### src/hw/rtl/i8080_alu_flags_core_defines.svh
// Assertion macros shared by the accumulator and flag unit.
`ifndef I8080_ALU_FLAGS_CORE_DEFINES_SVH
`define I8080_ALU_FLAGS_CORE_DEFINES_SVH

`ifndef SYNTHESIS

`define I80AF_ASSERT(lbl, expr) \
  lbl: assert property (@(posedge clk) disable iff (!rst_n) (expr)) \
    else $error("i80af assertion failed");

`define I80AF_ASSERT_NEXT(lbl, ante, cons) \
  lbl: assert property (@(posedge clk) disable iff (!rst_n) (ante) |=> (cons)) \
    else $error("i80af assertion failed");

`else

`define I80AF_ASSERT(lbl, expr)

`define I80AF_ASSERT_NEXT(lbl, ante, cons)

`endif

`endif

### src/hw/rtl/i80af_pkg.sv
// Types, operation codes and constants of the 8080 accumulator and flag unit.
`default_nettype none

package i80af_pkg;

  localparam int unsigned OP_W        = 5;
  localparam int unsigned BYTE_W      = 8;
  localparam int unsigned IN_TDATA_W  = 24;
  localparam int unsigned OUT_TDATA_W = 24;

  typedef logic [OP_W-1:0]   op_t;
  typedef logic [BYTE_W-1:0] byte_t;

  localparam op_t OP_ADD  = 5'd0;
  localparam op_t OP_ADC  = 5'd1;
  localparam op_t OP_SUB  = 5'd2;
  localparam op_t OP_SBB  = 5'd3;
  localparam op_t OP_AND  = 5'd4;
  localparam op_t OP_XOR  = 5'd5;
  localparam op_t OP_OR   = 5'd6;
  localparam op_t OP_CMP  = 5'd7;
  localparam op_t OP_INC  = 5'd8;
  localparam op_t OP_DEC  = 5'd9;
  localparam op_t OP_RLC  = 5'd10;
  localparam op_t OP_RRC  = 5'd11;
  localparam op_t OP_RAL  = 5'd12;
  localparam op_t OP_RAR  = 5'd13;
  localparam op_t OP_DAA  = 5'd14;
  localparam op_t OP_CMA  = 5'd15;
  localparam op_t OP_CMC  = 5'd16;
  localparam op_t OP_STC  = 5'd17;
  localparam op_t OP_LOAD = 5'd18;

  localparam logic [3:0] BCD_MAX    = 4'd9;
  localparam byte_t      DAA_LO_ADJ = 8'h06;
  localparam byte_t      DAA_HI_ADJ = 8'h60;

  typedef struct packed {
    byte_t acc;
    logic  cy;
    logic  ac;
    logic  z;
    logic  s;
    logic  p;
  } alu_state_t;

  function automatic byte_t flag_byte(alu_state_t st);
    return {st.s, st.z, 1'b0, st.ac, 1'b0, st.p, 1'b1, st.cy};
  endfunction

endpackage

`default_nettype wire

### src/hw/rtl/i80af_alu.sv
// Combinational datapath: computes the next accumulator, flags and raw value for one word.
`default_nettype none

module i80af_alu (
  input  wire i80af_pkg::op_t      op,
  input  wire i80af_pkg::byte_t    operand,
  input  wire i80af_pkg::byte_t    load_val,
  input  wire i80af_pkg::alu_state_t state_i,
  output i80af_pkg::alu_state_t    state_o,
  output i80af_pkg::byte_t         value_o
);

  function automatic i80af_pkg::alu_state_t with_zsp(i80af_pkg::alu_state_t st,
                                                     i80af_pkg::byte_t v);
    i80af_pkg::alu_state_t r;
    r   = st;
    r.z = (v == '0);
    r.s = v[7];
    r.p = ~^v;
    return r;
  endfunction

  i80af_pkg::byte_t a;
  logic             add_cin;
  logic             sub_bin;
  logic [8:0]       add_sum9;
  logic [4:0]       add_nib5;
  logic [8:0]       sub_rhs9;
  logic [4:0]       sub_rhs5;
  i80af_pkg::byte_t sub_diff;
  logic             sub_cy;
  logic             sub_ac;
  i80af_pkg::byte_t inc_val;
  i80af_pkg::byte_t dec_val;
  logic             daa_lo_fix;
  i80af_pkg::byte_t daa_a1;
  logic             daa_ac1;
  logic             daa_hi_fix;
  logic [8:0]       daa_sum9;
  i80af_pkg::byte_t daa_a2;
  logic             daa_cy;
  logic             daa_ac;

  assign a       = state_i.acc;
  assign add_cin = (op == i80af_pkg::OP_ADC) & state_i.cy;
  assign sub_bin = (op == i80af_pkg::OP_SBB) & state_i.cy;

  assign add_sum9 = {1'b0, a} + {1'b0, operand} + {8'd0, add_cin};
  assign add_nib5 = {1'b0, a[3:0]} + {1'b0, operand[3:0]} + {4'd0, add_cin};

  assign sub_rhs9 = {1'b0, operand} + {8'd0, sub_bin};
  assign sub_rhs5 = {1'b0, operand[3:0]} + {4'd0, sub_bin};
  assign sub_diff = a - sub_rhs9[7:0];
  assign sub_cy   = ({1'b0, a} < sub_rhs9);
  assign sub_ac   = ({1'b0, a[3:0]} < sub_rhs5);

  assign inc_val = operand + 8'd1;
  assign dec_val = operand - 8'd1;

  assign daa_lo_fix = state_i.ac | (a[3:0] > i80af_pkg::BCD_MAX);
  assign daa_a1     = daa_lo_fix ? (a + i80af_pkg::DAA_LO_ADJ) : a;
  assign daa_ac1    = daa_lo_fix ? (a[3:0] > i80af_pkg::BCD_MAX) : state_i.ac;
  assign daa_hi_fix = state_i.cy | (daa_a1[7:4] > i80af_pkg::BCD_MAX);
  assign daa_sum9   = {1'b0, daa_a1} + {1'b0, i80af_pkg::DAA_HI_ADJ};
  assign daa_a2     = daa_hi_fix ? daa_sum9[7:0] : daa_a1;
  assign daa_cy     = state_i.cy | (daa_hi_fix & daa_sum9[8]);
  assign daa_ac     = daa_hi_fix ? 1'b0 : daa_ac1;

  always_comb begin
    state_o = state_i;
    value_o = a;
    case (op)
      i80af_pkg::OP_ADD, i80af_pkg::OP_ADC: begin
        state_o     = with_zsp(state_i, add_sum9[7:0]);
        state_o.acc = add_sum9[7:0];
        state_o.cy  = add_sum9[8];
        state_o.ac  = add_nib5[4];
        value_o     = add_sum9[7:0];
      end
      i80af_pkg::OP_SUB, i80af_pkg::OP_SBB: begin
        state_o     = with_zsp(state_i, sub_diff);
        state_o.acc = sub_diff;
        state_o.cy  = sub_cy;
        state_o.ac  = sub_ac;
        value_o     = sub_diff;
      end
      i80af_pkg::OP_CMP: begin
        state_o    = with_zsp(state_i, sub_diff);
        state_o.cy = sub_cy;
        state_o.ac = sub_ac;
        value_o    = sub_diff;
      end
      i80af_pkg::OP_AND: begin
        state_o     = with_zsp(state_i, a & operand);
        state_o.acc = a & operand;
        state_o.cy  = 1'b0;
        value_o     = a & operand;
      end
      i80af_pkg::OP_XOR: begin
        state_o     = with_zsp(state_i, a ^ operand);
        state_o.acc = a ^ operand;
        state_o.cy  = 1'b0;
        value_o     = a ^ operand;
      end
      i80af_pkg::OP_OR: begin
        state_o     = with_zsp(state_i, a | operand);
        state_o.acc = a | operand;
        state_o.cy  = 1'b0;
        value_o     = a | operand;
      end
      i80af_pkg::OP_INC: begin
        state_o = with_zsp(state_i, inc_val);
        value_o = inc_val;
      end
      i80af_pkg::OP_DEC: begin
        state_o = with_zsp(state_i, dec_val);
        value_o = dec_val;
      end
      i80af_pkg::OP_RLC: begin
        state_o.cy  = a[7];
        state_o.acc = {a[6:0], a[7]};
        value_o     = {a[6:0], a[7]};
      end
      i80af_pkg::OP_RRC: begin
        state_o.cy  = a[0];
        state_o.acc = {a[0], a[7:1]};
        value_o     = {a[0], a[7:1]};
      end
      i80af_pkg::OP_RAL: begin
        state_o.cy  = a[7];
        state_o.acc = {a[6:0], state_i.cy};
        value_o     = {a[6:0], state_i.cy};
      end
      i80af_pkg::OP_RAR: begin
        state_o.cy  = a[0];
        state_o.acc = {state_i.cy, a[7:1]};
        value_o     = {state_i.cy, a[7:1]};
      end
      i80af_pkg::OP_DAA: begin
        state_o     = with_zsp(state_i, daa_a2);
        state_o.acc = daa_a2;
        state_o.cy  = daa_cy;
        state_o.ac  = daa_ac;
        value_o     = daa_a2;
      end
      i80af_pkg::OP_CMA: begin
        state_o.acc = ~a;
        value_o     = ~a;
      end
      i80af_pkg::OP_CMC: begin
        state_o.cy = ~state_i.cy;
      end
      i80af_pkg::OP_STC: begin
        state_o.cy = 1'b1;
      end
      i80af_pkg::OP_LOAD: begin
        state_o.acc = load_val;
        state_o.cy  = operand[0];
        state_o.p   = operand[2];
        state_o.ac  = operand[4];
        state_o.z   = operand[6];
        state_o.s   = operand[7];
        value_o     = load_val;
      end
      default: begin
        state_o = state_i;
        value_o = a;
      end
    endcase
  end

endmodule

`default_nettype wire

### src/hw/rtl/i8080_alu_flags_core.sv
// Top level of the 8080 accumulator and flag unit: input register, datapath and result register.
//
//   Channel  Direction  tdata fields (low bit up)
//   in_*     slave      req_type[4:0], operand[12:5], acc_load_value[20:13], zeros
//   out_*    master     acc_out[7:0], flag_byte[15:8], value_out[23:16]
//
// A word is held in the input register and then sits in the result register. One word is
// accepted per cycle unless the result stalls; the accumulator and flags update as a word leaves
// the input register, so each word sees the state left by the one before it.
// Reset clears the accumulator, all flags and both valid bits.
// A stalled result holds the input register, and in_tready drops only while both are full.
`default_nettype none
`include "i8080_alu_flags_core_defines.svh"

module i8080_alu_flags_core (
  input  wire                                 clk,
  input  wire                                 rst_n,
  input  wire                                 in_tvalid,
  output logic                                in_tready,
  // req_type, operand, acc_load_value, zero fill
  input  wire [i80af_pkg::IN_TDATA_W-1:0]     in_tdata,
  output logic                                out_tvalid,
  input  wire                                 out_tready,
  // acc_out, flag_byte, value_out
  output logic [i80af_pkg::OUT_TDATA_W-1:0]   out_tdata
);

  logic                       in_valid_r;
  logic                       in_valid_nxt;
  i80af_pkg::op_t             op_r;
  i80af_pkg::byte_t           operand_r;
  i80af_pkg::byte_t           load_val_r;
  logic                       out_valid_r;
  logic                       out_valid_nxt;
  logic [i80af_pkg::OUT_TDATA_W-1:0] out_data_r;
  i80af_pkg::alu_state_t      state_r;
  i80af_pkg::alu_state_t      state_nxt;
  i80af_pkg::byte_t           value;
  logic                       advance;
  logic                       in_fire;

  assign advance   = in_valid_r & (~out_valid_r | out_tready);
  assign in_tready = ~in_valid_r | advance;
  assign in_fire   = in_tvalid & in_tready;

  assign in_valid_nxt  = in_fire | (in_valid_r & ~advance);
  assign out_valid_nxt = advance | (out_valid_r & ~out_tready);

  i80af_alu u_alu (
    .op       (op_r),
    .operand  (operand_r),
    .load_val (load_val_r),
    .state_i  (state_r),
    .state_o  (state_nxt),
    .value_o  (value)
  );

  always_ff @(posedge clk) begin
    if (!rst_n) begin
      in_valid_r  <= 1'b0;
      out_valid_r <= 1'b0;
      state_r     <= '0;
    end else begin
      in_valid_r  <= in_valid_nxt;
      out_valid_r <= out_valid_nxt;
      if (advance) begin
        state_r <= state_nxt;
      end
    end
  end

  always_ff @(posedge clk) begin
    if (in_fire) begin
      op_r       <= in_tdata[4:0];
      operand_r  <= in_tdata[12:5];
      load_val_r <= in_tdata[20:13];
    end
    if (advance) begin
      out_data_r <= {value, i80af_pkg::flag_byte(state_nxt), state_nxt.acc};
    end
  end

  assign out_tvalid = out_valid_r;
  assign out_tdata  = out_data_r;

  `I80AF_ASSERT(a_flag_fixed_bits,
    !out_tvalid || (out_tdata[9] && !out_tdata[11] && !out_tdata[13]))
  `I80AF_ASSERT_NEXT(a_state_holds_without_advance, !advance, $stable(state_r))
  `I80AF_ASSERT_NEXT(a_result_matches_state, advance,
    out_tdata[7:0] == state_r.acc && out_tdata[15:8] == i80af_pkg::flag_byte(state_r))

endmodule

`default_nettype wire
### config.mk
export PLATFORM = sky130hd
export DESIGN_NAME = i8080_alu_flags_core
export DESIGN_NICKNAME = d
export VERILOG_FILES = /design/src/hw/rtl/i80af_pkg.sv /design/src/hw/rtl/i80af_alu.sv /design/src/hw/rtl/i8080_alu_flags_core.sv
export VERILOG_INCLUDE_DIRS = /design/src /design/src/hw/rtl
export SDC_FILE = /design/constraint.sdc
export NUM_CORES = 1
export LEC_CHECK = 0
export ABC_CLOCK_PERIOD_IN_PS = 4780
export BUFFER_PORTS_ARGS = -buffer_cell sky130_fd_sc_hd__buf_2
export CAP_MARGIN = 10
export CORE_UTILIZATION = 42
export CTS_BUF_LIST = sky130_fd_sc_hd__clkbuf_2 sky130_fd_sc_hd__clkbuf_4 sky130_fd_sc_hd__clkbuf_8
export DETAILED_ROUTE_END_ITERATION = 7
export HOLD_SLACK_MARGIN = 0.02
export PLACE_DENSITY = 0.57
export SLEW_MARGIN = 25
export SYNTH_ARGS = -nofsm -noshare
export SYNTH_HDL_FRONTEND = slang
export SYNTH_HIERARCHICAL = 1
export SYNTH_SLANG_ARGS = --single-unit
### constraint.sdc
create_clock -name clk -period 4.78 [get_ports clk]
set_input_delay 0.717 -clock clk [delete_from_list [all_inputs] [get_ports clk]]
set_output_delay 0.717 -clock clk [all_outputs]
set_load 0.02 [all_outputs]
==> metrics.txt <==
Startpoint Class=flip-flop; Layout area overhead=14.1%; Synth Register Bits=57; Worst path top cell family by delay=simple AND/OR/NAND/NOR gates; setup ws final=0.172 ns; final RePlAce weighted congestion=0.948; Int Power=1.09 mW; Reg clk slew, reported paths=0.07 ns; top cells by area, synth=edfxtp_1, ha_1, xnor2_1, dfxtp_1, nand2_1; placed cells=867; layout cell share with drive strength beyond 1=16.3%; aggregate global routing overflow=0; Psw=535 µW; Final #Nets=802; # setup viols final=0; HP Class=reg2reg; FILL cells=1260; Tcrit/Tclk final=96.4%; Synth Flop Type=edfxtp_1; post-layout minimum cycle time=4.61 ns; Site Rows=41; Worst Setup End Kind=flip-flop; RSZ-0062 raised after global routing=true; count of cell types in the netlist=70; Clk pwr share=33.2%; worst path arrival time=4.80 ns; setup TNS=0 ns; Fin Clk Skew=0.0162 ns; area of the multi-input gates=3770 µm²; CP max FO=5; synth warn=6; worst slew pin tran=0.982 ns; DRT Pass-1 Iters=5; EDFF count, synth=42; Max Cap Violations=0; area share of the largest cell type after synthesis=22.4%; num ports=54; antenna diode count=0; fin cells=883; CP cell instances=nor2_2 > nand3_2 > nor3_2 > buf_4 > ha_1 > ha_1 > inv_1 > ha_1 > nor2b_1 > o31a_1 > or4b_2 > nand3_2 > inv_1 > ha_1 > xnor2_2 > xnor2_1 > o22ai_1 > a221oi_2 > a41oi_2 > nand2_1 > mux2i_1; H-tree Lvls=3; total power=1.63 mW; antenna viol nets, final=0; Comb power frac=30.7%; post-place setup slack=0.132 ns; Num CTS Buffers=9; dpl hpwl=15.2 mm; largest net degree at the start of global routing=35; Die ar.=13900 µm²; Worst Path Required=4.98 ns; switch share=32.9%; Final Routed Wirelength=19.5 mm; via count=5315; setup slack, reg-to-reg=0.17 ns; count leader, synth=ha_1; first-pass GRT wire length=30.0 mm; syn avg cell area=8.65 µm²; Max Buffers Root-to-Sink=2; final instance area=6430 µm²; Final Hold Viols=0; most frequent cells after synthesis=ha_1, nand2_1, inv_1; Via density=6.02; critical path type=reg2reg; DIE HEIGHT=118 µm; Fmax=217 MHz; clock sinks=57; Flop pwr share=36.1%; max_slew headroom=34.4%; vias in the first global route=5117; post-CTS setup buffers=0; Mapped Cells=651; # port buffers=47; DRC violations left=0; ys async rst share=0%; initial core utilization=43.9%; Buf/Inv on CP=3; Cell Area, Synth=5630 µm²; Reg area=1560 µm²; Power Density=253 nW/µm²; top cell type by total area after synthesis=edfxtp_1; Total GRT Usage=28.9%; CTS tree=yes; Leak=2.59 nW; Die Wd=118 µm; register area share after synthesis=27.7%; placed cell areas=6140 µm²; status=complete, no violations; crit-path max cell delay=0.64 ns; Pins Over Slew Limit=0; Clk Latency, worst-skew pair=0.36 ns; initial drt markers=507; Root Driver=clkbuf_8; Critical-path top delay cell=or4b_2; core outline area=12800 µm²; peak supply drop=0.000146 V; wire length per cell=22.1 µm; CP dominant cell by count=ha_1; initial antenna violation count=0
registers in the layout, indices dropped and copies added (netlist names):
register    flops
out_tdata      21
state_r        13
load_val_r      8
operand_r       8
op_r            5
in_valid_r      1
out_tvalid      1
placed cells by master, fill, tap and decap left out, drive strengths merged, types with 12 or more instances in the layout:
cell type and n:
a21oi 23, a22oi 13, buf 78, clkbuf 12, dfxtp 15, edfxtp 42, ha 65, inv 47
mux2i 23, nand2 62, nand3 23, nor2 46, nor3 17, o21ai 29, xnor2 47, xor2 12
per-stage QoR:
step	hold slack, ns	util, %
after floorplan	0.435	-
after global placement	0.445	47.9
after detailed placement	0.452	47.9
after CTS	0.462	49.7
after global routing	0.472	50.1
final	0.460	50.1
layer usage:
layer  vias to the layer above  GRT usage, %  routed length, µm
li1                       2487             -                  -
met1                      2551          39.6               8880
met2                       240          45.2               8620
met5                         -             0                  0
met3                        37          4.36               1400
met4                         0          11.7                586
worst reg2reg max path, cell delays in order, from the launching register on:
cell and delay (ns):
edfxtp_1 0.41, nor2_2 0.16, nand3_2 0.13, nor3_2 0.12, buf_4 0.14, ha_1 0.18, ha_1 0.24, inv_1 0.10
ha_1 0.23, nor2b_1 0.15, o31a_1 0.31, or4b_2 0.64, nand3_2 0.13, inv_1 0.05, ha_1 0.30, xnor2_2 0.15
xnor2_1 0.21, o22ai_1 0.15, a221oi_2 0.25, a41oi_2 0.20, nand2_1 0.12, mux2i_1 0.07
logic make-up (layout without fill, tap and decap cells):
logic type | after synthesis | in the layout | synth area share [%]
flops | 57 | 57 | 27.7
mux | 23 | 23 | 4.09
simple gates | 215 | 215 | 19.2
other cells | 2 | 3 | 0.133
compound gates | 143 | 143 | 17.5
fa+ha+maj | 68 | 68 | 15.5
buf+inv | 84 | 143 | 6.51
xor+xnor | 59 | 59 | 9.31
final timing paths:
| path | start | end | cells after the start |
|---|---|---|---|
| worst max-delay path | op_r[3] | state_r[0] | 21 |
| worst min-delay path | state_r[2] | state_r[2] | 2 |
| worst max register to register | op_r[3] | state_r[0] | 21 |
| worst min register to register | state_r[2] | state_r[2] | 2 |
power groups by stage:
stage,clock network [mW],logic (mW),registers (mW)
final,0.540,0.499,0.586
after global routing,0.573,0.542,0.589
after CTS,0.550,0.479,0.587
after detailed placement,0,0.477,0.597
after global placement,0,0.471,0.597
after floorplan,0,0.327,0.604
cell type report:
class / instances / area share [%]
multi-input cells: 511 / 58.6
well taps: 172 / 3.35
clock inverters: 4 / 1.17
repair buffers: 78 / 7.28
flip-flops and latches: 57 / 24.3
clock buffers: 12 / 2.47
inverters: 49 / 2.86
timing repair:
item	in CTS	in global routing
endpoints found under the setup margin	0	4
resized for setup	0	10
hold buffers	0	0
(Power assumes the default switching activity.)
